==> config.mk <==
export PLATFORM = sky130hd
export DESIGN_NAME = rational_arith_unit
export DESIGN_NICKNAME = d
export VERILOG_FILES = /design/src/rtl/core/rau_pkg.sv /design/src/rtl/core/rau_datapath.sv /design/src/rtl/core/rau_ctrl.sv /design/src/rtl/core/rational_arith_unit.sv
export VERILOG_INCLUDE_DIRS = /design/src /design/src/rtl/core
export SDC_FILE = /design/constraint.sdc
export NUM_CORES = 2
export LEC_CHECK = 0
export ABC_AREA = 1
export BUFFER_PORTS_ARGS = -buffer_cell sky130_fd_sc_hd__buf_2
export CORE_MARGIN = 2
export CORE_UTILIZATION = 60
export CTS_CLUSTER_DIAMETER = 80
export DETAILED_ROUTE_END_ITERATION = 16
export PLACE_DENSITY = 0.88
export SLEW_MARGIN = 0
export SYNTH_ARGS = -nofsm -noshare
export SYNTH_HDL_FRONTEND = slang
export SYNTH_SLANG_ARGS = --single-unit
==> constraint.sdc <==
create_clock -name clk -period 24 [get_ports clk]
set_input_delay 4.8 -clock clk [delete_from_list [all_inputs] [get_ports clk]]
set_output_delay 4.8 -clock clk [all_outputs]
set_load 0.01 [all_outputs]
==> src/rtl/core/rational_arith_unit_macros.svh <==
// Assertion macros shared by the rational arithmetic unit.
`ifndef RATIONAL_ARITH_UNIT_MACROS_SVH
`define RATIONAL_ARITH_UNIT_MACROS_SVH
// Check that a condition implies a property in the same cycle, outside reset.
`define RAU_ASSERT_IMP(label, clk, rst_n, cond, prop) \
  label: assert property (@(posedge clk) disable iff (!rst_n) (cond) |-> (prop)) \
    else $error("assertion failed");
// Check that a condition implies a property in the next cycle, outside reset.
`define RAU_ASSERT_NXT(label, clk, rst_n, cond, prop) \
  label: assert property (@(posedge clk) disable iff (!rst_n) (cond) |=> (prop)) \
    else $error("assertion failed");
`endif

==> src/rtl/core/rau_pkg.sv <==
// Package with opcodes, widths and controller types of the rational arithmetic unit.
package rau_pkg;
  localparam int unsigned OperandWidthDef = 16;
  localparam int unsigned OpWidth = 4;

  localparam logic [OpWidth-1:0] OP_ADD = 4'd0;
  localparam logic [OpWidth-1:0] OP_SUB = 4'd1;
  localparam logic [OpWidth-1:0] OP_MUL = 4'd2;
  localparam logic [OpWidth-1:0] OP_DIV = 4'd3;
  localparam logic [OpWidth-1:0] OP_EQ  = 4'd4;
  localparam logic [OpWidth-1:0] OP_NE  = 4'd5;
  localparam logic [OpWidth-1:0] OP_GE  = 4'd6;
  localparam logic [OpWidth-1:0] OP_GT  = 4'd7;
  localparam logic [OpWidth-1:0] OP_LE  = 4'd8;
  localparam logic [OpWidth-1:0] OP_LT  = 4'd9;

  typedef enum logic [7:0] {
    ST_IDLE  = 8'b0000_0001,
    ST_MUL   = 8'b0000_0010,
    ST_FORM  = 8'b0000_0100,
    ST_GCD   = 8'b0000_1000,
    ST_DIVN  = 8'b0001_0000,
    ST_DIVD  = 8'b0010_0000,
    ST_FIN   = 8'b0100_0000,
    ST_OUT   = 8'b1000_0000
  } state_t;

  // Commands from controller to datapath.
  typedef struct packed {
    logic load;
    logic mul;
    logic form;
    logic gcd_start;
    logic gcd_step;
    logic div_start;
    logic div_step;
    logic div_num;
    logic fin;
  } cmd_t;

  // Status from datapath to controller.
  typedef struct packed {
    logic arith;
    logic gcd_done;
    logic div_done;
  } sts_t;
endpackage

==> src/rtl/core/rau_datapath.sv <==
// Datapath: operand normalize, cross products, binary gcd and restoring divider.
module rau_datapath #(
  parameter int unsigned OPERAND_WIDTH = rau_pkg::OperandWidthDef
) (
  input  logic                             clk,
  input  rau_pkg::cmd_t                    cmd,
  output rau_pkg::sts_t                    sts,
  input  logic [rau_pkg::OpWidth-1:0]      in_opcode,
  input  logic signed [OPERAND_WIDTH-1:0]  in_a_num,
  input  logic signed [OPERAND_WIDTH-1:0]  in_a_den,
  input  logic signed [OPERAND_WIDTH-1:0]  in_b_num,
  input  logic signed [OPERAND_WIDTH-1:0]  in_b_den,
  output logic signed [2*OPERAND_WIDTH:0]  res_num,
  output logic [2*OPERAND_WIDTH-2:0]       res_den,
  output logic                             truth,
  output logic                             status
);
  localparam int unsigned W  = OPERAND_WIDTH + 1;   // normalized operand
  localparam int unsigned P  = 2 * W;               // product width
  localparam int unsigned M  = 2 * OPERAND_WIDTH + 1; // magnitude width
  localparam int unsigned CW = $clog2(M + 1);

  logic [rau_pkg::OpWidth-1:0] op_r;
  logic signed [W-1:0] an_r, ad_r, bn_r, bd_r;
  logic signed [P-1:0] p0_r, p1_r, p2_r, p3_r;
  logic [M-1:0] mag_r, den_r, u_r, v_r, g_r;
  logic [CW-1:0] sh_r, cnt_r;
  logic neg_r, arith_r, truth_r, status_r;
  logic [M-1:0] q_r, rem_r, dvd_r;

  // Normalize denominator signs on load.
  logic signed [W-1:0] an_x, ad_x, bn_x, bd_x;
  always_comb begin
    an_x = W'(in_a_num); ad_x = W'(in_a_den);
    bn_x = W'(in_b_num); bd_x = W'(in_b_den);
    if (ad_x < 0) begin an_x = -an_x; ad_x = -ad_x; end
    if (bd_x < 0) begin bn_x = -bn_x; bd_x = -bd_x; end
  end

  // Form results from cross products.
  logic signed [P:0] n_x, d_x;
  logic lt_x, eq_x, t_x, zden, zdiv, ar_x;
  always_comb begin
    zden = (in_a_den == '0) || (in_b_den == '0);
    zdiv = 1'b0;
    n_x = '0; d_x = (P+1)'(p3_r); ar_x = 1'b0; t_x = 1'b0;
    lt_x = p0_r < p1_r; eq_x = p0_r == p1_r;
    case (op_r)
      rau_pkg::OP_ADD: begin n_x = (P+1)'(p0_r) + (P+1)'(p1_r); ar_x = 1'b1; end
      rau_pkg::OP_SUB: begin n_x = (P+1)'(p0_r) - (P+1)'(p1_r); ar_x = 1'b1; end
      rau_pkg::OP_MUL: begin n_x = (P+1)'(p2_r); ar_x = 1'b1; end
      rau_pkg::OP_DIV: begin
        zdiv = bn_r == '0;
        n_x = (P+1)'(p0_r); d_x = (P+1)'(p1_r);
        if (d_x < 0) begin n_x = -n_x; d_x = -d_x; end
        ar_x = !zdiv;
      end
      rau_pkg::OP_EQ: t_x = eq_x;
      rau_pkg::OP_NE: t_x = !eq_x;
      rau_pkg::OP_GE: t_x = !lt_x;
      rau_pkg::OP_GT: t_x = !lt_x && !eq_x;
      rau_pkg::OP_LE: t_x = lt_x || eq_x;
      rau_pkg::OP_LT: t_x = lt_x;
      default: ;
    endcase
  end

  // Binary gcd step.
  logic [M-1:0] u_n, v_n;
  logic [CW-1:0] sh_n;
  logic gdone;
  always_comb begin
    u_n = u_r; v_n = v_r; sh_n = sh_r;
    gdone = (u_r == '0) || (v_r == '0) || (u_r == v_r);
    if (!gdone) begin
      if (!u_r[0] && !v_r[0]) begin u_n = u_r >> 1; v_n = v_r >> 1; sh_n = sh_r + 1'b1; end
      else if (!u_r[0]) u_n = u_r >> 1;
      else if (!v_r[0]) v_n = v_r >> 1;
      else if (u_r > v_r) u_n = (u_r - v_r) >> 1;
      else v_n = (v_r - u_r) >> 1;
    end
  end
  logic [M-1:0] gval;
  assign gval = ((u_r == '0) ? v_r : u_r) << sh_r;

  // Restoring division step by g.
  logic [M:0] trial;
  assign trial = {rem_r, dvd_r[M-1]} - {1'b0, g_r};

  always_ff @(posedge clk) begin
    if (cmd.load) begin
      op_r <= in_opcode; an_r <= an_x; ad_r <= ad_x; bn_r <= bn_x; bd_r <= bd_x;
      status_r <= zden; arith_r <= 1'b0; truth_r <= 1'b0;
      mag_r <= '0; den_r <= M'(1);
    end
    if (cmd.mul) begin
      p0_r <= an_r * bd_r; p1_r <= bn_r * ad_r;
      p2_r <= an_r * bn_r;
      p3_r <= (op_r == rau_pkg::OP_DIV) ? ad_r * bn_r : ad_r * bd_r;
      if (op_r == rau_pkg::OP_DIV) p1_r <= ad_r * bn_r;
    end
    if (cmd.form && !status_r) begin
      arith_r <= ar_x; truth_r <= t_x; status_r <= zdiv;
      neg_r <= n_x < 0;
      if (ar_x) begin
        mag_r <= M'(n_x < 0 ? -n_x : n_x); den_r <= M'(d_x);
      end
    end
    if (cmd.gcd_start) begin u_r <= mag_r; v_r <= den_r; sh_r <= '0; end
    if (cmd.gcd_step) begin u_r <= u_n; v_r <= v_n; sh_r <= sh_n; end
    // a start issued as the denominator finishes loads the numerator
    if (cmd.div_start) begin
      if (!cmd.div_num) g_r <= gval;
      dvd_r <= (cmd.div_num || cmd.fin) ? mag_r : den_r;
      rem_r <= '0; q_r <= '0; cnt_r <= '0;
    end
    if (cmd.div_step) begin
      dvd_r <= dvd_r << 1; cnt_r <= cnt_r + 1'b1;
      if (!trial[M]) begin rem_r <= trial[M-1:0]; q_r <= {q_r[M-2:0], 1'b1}; end
      else begin rem_r <= {rem_r[M-2:0], dvd_r[M-1]}; q_r <= {q_r[M-2:0], 1'b0}; end
    end
    if (cmd.fin) begin
      if (cmd.div_num) mag_r <= q_r; else den_r <= q_r;
    end
  end

  assign sts.arith = arith_r && !status_r;
  assign sts.gcd_done = gdone;
  assign sts.div_done = cnt_r == CW'(M);

  assign res_num = (sts.arith && mag_r != '0) ? (neg_r ? -$signed(mag_r) : $signed(mag_r))
                                             : '0;
  assign res_den = (sts.arith && mag_r != '0) ? den_r[2*OPERAND_WIDTH-2:0]
                                             : (2*OPERAND_WIDTH-1)'(1);
  assign truth  = truth_r && !status_r;
  assign status = status_r;
endmodule

==> src/rtl/core/rau_ctrl.sv <==
// Controller state machine sequencing one item through the datapath.
module rau_ctrl (
  input  logic           clk,
  input  logic           rst_n,
  input  logic           in_valid,
  output logic           in_ready,
  output logic           out_valid,
  input  logic           out_ready,
  input  rau_pkg::sts_t  sts,
  output rau_pkg::cmd_t  cmd
);
  rau_pkg::state_t state_r, state_nxt;
  logic num_r, num_nxt;

  // Next state and commands.
  always_comb begin
    state_nxt = state_r; num_nxt = num_r; cmd = '0;
    cmd.div_num = num_r;
    case (state_r)
      rau_pkg::ST_IDLE: if (in_valid) begin cmd.load = 1'b1; state_nxt = rau_pkg::ST_MUL; end
      rau_pkg::ST_MUL: begin cmd.mul = 1'b1; state_nxt = rau_pkg::ST_FORM; end
      rau_pkg::ST_FORM: begin cmd.form = 1'b1; state_nxt = rau_pkg::ST_FIN; end
      rau_pkg::ST_FIN: begin
        if (sts.arith) begin cmd.gcd_start = 1'b1; state_nxt = rau_pkg::ST_GCD; end
        else state_nxt = rau_pkg::ST_OUT;
      end
      rau_pkg::ST_GCD: begin
        if (sts.gcd_done) begin
          cmd.div_start = 1'b1; cmd.div_num = 1'b0; num_nxt = 1'b0;
          state_nxt = rau_pkg::ST_DIVD;
        end else cmd.gcd_step = 1'b1;
      end
      rau_pkg::ST_DIVD: begin
        if (sts.div_done) begin
          cmd.fin = 1'b1; cmd.div_start = 1'b1; cmd.div_num = 1'b0;
          num_nxt = 1'b1; state_nxt = rau_pkg::ST_DIVN;
        end else cmd.div_step = 1'b1;
      end
      rau_pkg::ST_DIVN: begin
        if (sts.div_done) begin cmd.fin = 1'b1; state_nxt = rau_pkg::ST_OUT; end
        else cmd.div_step = 1'b1;
      end
      rau_pkg::ST_OUT: if (out_ready) state_nxt = rau_pkg::ST_IDLE;
      default: state_nxt = rau_pkg::ST_IDLE;
    endcase
  end

  // State and numerator-flag registers, cleared by synchronous reset.
  always_ff @(posedge clk) begin
    if (!rst_n) begin
      state_r <= rau_pkg::ST_IDLE; num_r <= 1'b0;
    end else begin
      state_r <= state_nxt; num_r <= num_nxt;
    end
  end

  assign in_ready  = state_r == rau_pkg::ST_IDLE;
  assign out_valid = state_r == rau_pkg::ST_OUT;
endmodule

==> src/rtl/core/rational_arith_unit.sv <==
// Rational arithmetic unit: one item in flight; after acceptance an item passes
// through the multiply and form steps and then, for add/sub/mul/div, the binary
// gcd loop and two bit-serial divisions by the gcd (denominator, then numerator);
// comparisons and errors skip the gcd loop and the divisions.
// The result is held on the out_ ports until taken; the next item is accepted
// once the result has been delivered.
`include "rational_arith_unit_macros.svh"
module rational_arith_unit #(
  parameter int unsigned OPERAND_WIDTH = rau_pkg::OperandWidthDef
) (
  input  logic                             clk,
  input  logic                             rst_n,
  input  logic                             in_valid,
  output logic                             in_ready,
  input  logic [rau_pkg::OpWidth-1:0]      in_opcode,
  input  logic signed [OPERAND_WIDTH-1:0]  in_a_num,
  input  logic signed [OPERAND_WIDTH-1:0]  in_a_den,
  input  logic signed [OPERAND_WIDTH-1:0]  in_b_num,
  input  logic signed [OPERAND_WIDTH-1:0]  in_b_den,
  output logic                             out_valid,
  input  logic                             out_ready,
  output logic signed [2*OPERAND_WIDTH:0]  out_res_num,
  output logic [2*OPERAND_WIDTH-2:0]       out_res_den,
  output logic                             out_truth,
  output logic                             out_status
);
  rau_pkg::cmd_t cmd;
  rau_pkg::sts_t sts;

  rau_datapath #(.OPERAND_WIDTH(OPERAND_WIDTH)) u_dp (
    .clk(clk), .cmd(cmd), .sts(sts), .in_opcode(in_opcode),
    .in_a_num(in_a_num), .in_a_den(in_a_den), .in_b_num(in_b_num), .in_b_den(in_b_den),
    .res_num(out_res_num), .res_den(out_res_den), .truth(out_truth), .status(out_status)
  );

  rau_ctrl u_ctrl (
    .clk(clk), .rst_n(rst_n), .in_valid(in_valid), .in_ready(in_ready),
    .out_valid(out_valid), .out_ready(out_ready), .sts(sts), .cmd(cmd)
  );

  `RAU_ASSERT_IMP(a_one_side, clk, rst_n, 1'b1, !(in_ready && out_valid))
  `RAU_ASSERT_IMP(a_den_pos, clk, rst_n, out_valid, out_res_den != '0)
  `RAU_ASSERT_IMP(a_err_zero, clk, rst_n, out_valid && out_status,
                  out_res_num == '0 && !out_truth)
  `RAU_ASSERT_NXT(a_take, clk, rst_n, in_valid && in_ready, !in_ready)
endmodule
==> flow_summary.yaml <==
run_status:
  status: "completed"
synthesis:
  ys_top_cells_by_count: "inv_1, nand2_1, fa_1"
  yosysWarningCount: 0
  synth_top_family_by_area: "adder cells"
  netlist_instances: 11000
  synth_top_area_frac: 0.285
  yosysTopAreaCell: "fa_1"
  avgSynthCellArea_sq_um: 7.56
  async_reset_ff_frac: 0
  yosysMostFrequentCell: "inv_1"
  synth_mux_area_frac: 0.000737
  ys_seq_area_frac: 0.170
  ys_seq_elements: 496
  synth_fa_ha_area_frac: 0.363
  synthFlopType: "edfxtp_1"
  netlist_area_sq_um: 83200
  synth_cell_types: 80
  synth-edff-count: 420
  synth_compound_area_frac: 0.0948
  synth_xor_area_frac: 0.0328
  yosys.area_share.simple: 0.195
  ys_top_cells_by_area: "fa_1, edfxtp_1, inv_1, nand2_1, ha_1"
timing:
  max_freq_ghz: 0.105
  rsz0062_at_grt: "no"
  worstMarginPinSlew_ns: 1.38
  period_needed_ns: 9.56
  slew_viol_final: 0
  final_hold_viol_count: 0
  timing.setup.tns_ns: 0
  fin_crit_sh: 0.398
  setup_viol_count_final: 0
  slew_headroom: 0.0682
  final.setup_skew_ns: 0.0507
global_routing:
  antenna_found_initial: 1
  globalRouteTotalUtil: 0.395
  grt-ovfl-total: 0
  grt_first_pass_wirelength_um: 429000
  grt_max_degree: 81
  grt_pass1_vias: 76000
drt:
  wl_met3_um: 28700
  drc_errors: 0
  highest_layer: "met5"
  vias_per_cell: 5.83
  wl_met1_um: 98100
  ant_nets: 0
  dr.first_iter.drc_count: 8361
  wl_met2_um: 126000
  detail_route.wl_per_cell_um: 21.9
  num_vias: 73900
  drt_first_pass_iters: 10
  routed_wl_um: 277000
placed_design:
  dpl_cell_area_sq_um: 84900
  dp_cells: 12600
  numPortBuffers: 139
  gp_congestion: 1.02
  hpwl_um: 217000
clock_network:
  cts_tree: "built"
  cts_hold_buffers: 0
  cts_buffers: 67
  path_clk_slew_ns: 0.06
  clock-sinks: 496
  cts_resized: 0
  post_cts_buffers: 0
  clockBufferDepth: 3
  clockRootBuffer: "clkbuf_16"
  worstSkewPairLatency_ns: 0.70
  cts_max_level: 3
die:
  coreArea_sq_um: 138000
  initial_utilization: 0.605
  die-height_um: 376
  die_w_um: 376
  dieArea_sq_um: 142000
  rows: 136
  io_pins: 140
setup_path:
  critPathKind: "reg2out"
  end_kind: "output pin"
  required_ns: 19.20
  arrival_ns: 4.76
  critical_path.max_fanout: 21
  crit_path_start_kind: "flop"
final_layout:
  layout.nets: 12600
  fin_area_sq_um: 87200
  layout-drive-gt1-share: 0.0488
  reg_top3: "u_dp.p0_r x34, u_dp.p1_r x34, u_dp.p2_r x34"
  final-instance-count-excl-fill: 12700
  multiInputGateArea_sq_um: 57100
  fillers: 11400
  synthToLayoutAreaGrowth_pct: 4.79
  regArea_sq_um: 14100
min_path:
  hold_class: "reg2reg"
run:
  maxCapViolCount: 0
layer usage:
metal,up-vias,track usage
li1,33000,-
met1,35100,0.475
met2,4498,0.636
met3,1237,0.0823
met4,2,0.281
met5,-,0
through the flow:
| step | hold WS, ns | worst slack (ns) | utilization |
|---|---|---|---|
| floorplan | 0.439 | 9.51 | - |
| CTS | 0.488 | 14.56 | 0.634 |
| global placement | 0.461 | 15.41 | 0.617 |
| finish | 0.490 | 14.44 | 0.634 |
| global route | 0.509 | 14.15 | 0.634 |
| detailed placement | 0.478 | 15.31 | 0.617 |
cell usage in the layout (no fill, tap or decap), types with 15 or more instances in the layout:
cell type / count
a21oi_1: 511
a22oi_1: 21
a31oi_1: 45
buf_2: 139
buf_4: 104
clkbuf_16: 68
clkinv_1: 15
clkinv_2: 16
dfxtp_1: 76
edfxtp_1: 420
fa_1: 1183
ha_1: 519
inv_1: 2610
inv_2: 29
nand2_1: 2475
nand2_2: 22
nand3_1: 374
nand4_1: 71
nor2_1: 739
nor2_2: 34
nor3_1: 87
nor4_1: 30
o211ai_1: 50
o21a_1: 31
o21ai_0: 527
o21ai_1: 80
o21bai_1: 26
o31ai_1: 17
or2_2: 27
xnor2_1: 106
xor2_1: 201
worst paths after layout:
check	slack [ns]	from	cells past startpoint	endpoint
worst min register to register	0.49	u_ctrl.state_r[5]	2	u_ctrl.state_r[5]
worst min-delay path	0.49	u_ctrl.state_r[5]	2	u_ctrl.state_r[5]
worst max-delay path	14.44	u_dp.mag_r[0]	18	out_res_num[0]
worst max register to register	16.63	u_dp.bd_r[7]	25	u_dp.p3_r[27]
critical path, stage by stage, from the launching register on:
cell and delay [ns]:
dfxtp_1 0.35, inv_1 0.12, ha_1 0.21, nand2_1 0.09, nor3_1 0.25, inv_1 0.10, nor2_1 0.14, inv_1 0.07
nor3_2 0.13, nand2_1 0.21, nor4_2 0.56, nand2_1 0.19, nor4_1 0.21, ha_1 0.19, nor2_1 0.05, inv_1 0.50
buf_4 0.39, nor2_1 0.15, buf_2 0.17
kinds of logic (layout without fill, tap and decap cells):
logic type / Yosys count / in the layout
AND/OR/NAND/NOR: 3937 / 3937
buffers and inverters: 3144 / 3012
adder cells (fa/ha/maj): 1702 / 1702
AO/OA/AOI/OAI: 1418 / 1418
flip-flops: 496 / 496
XOR/XNOR: 309 / 309
multiplexers: 6 / 6
other: 1 / 4
layout make-up:
class / count / share of cell area
clock buffers: 75 / 0.0203
flip-flops and latches: 496 / 0.162
inverters: 2648 / 0.114
repair buffers: 243 / 0.0169
diodes: 2 / 0.0000574
multi-input cells: 7374 / 0.655
well taps: 1794 / 0.0257
clock inverters: 46 / 0.00575
Power is not shown: default switching activity piles up to over one toggle a cycle in this logic, so the estimate is an artifact.
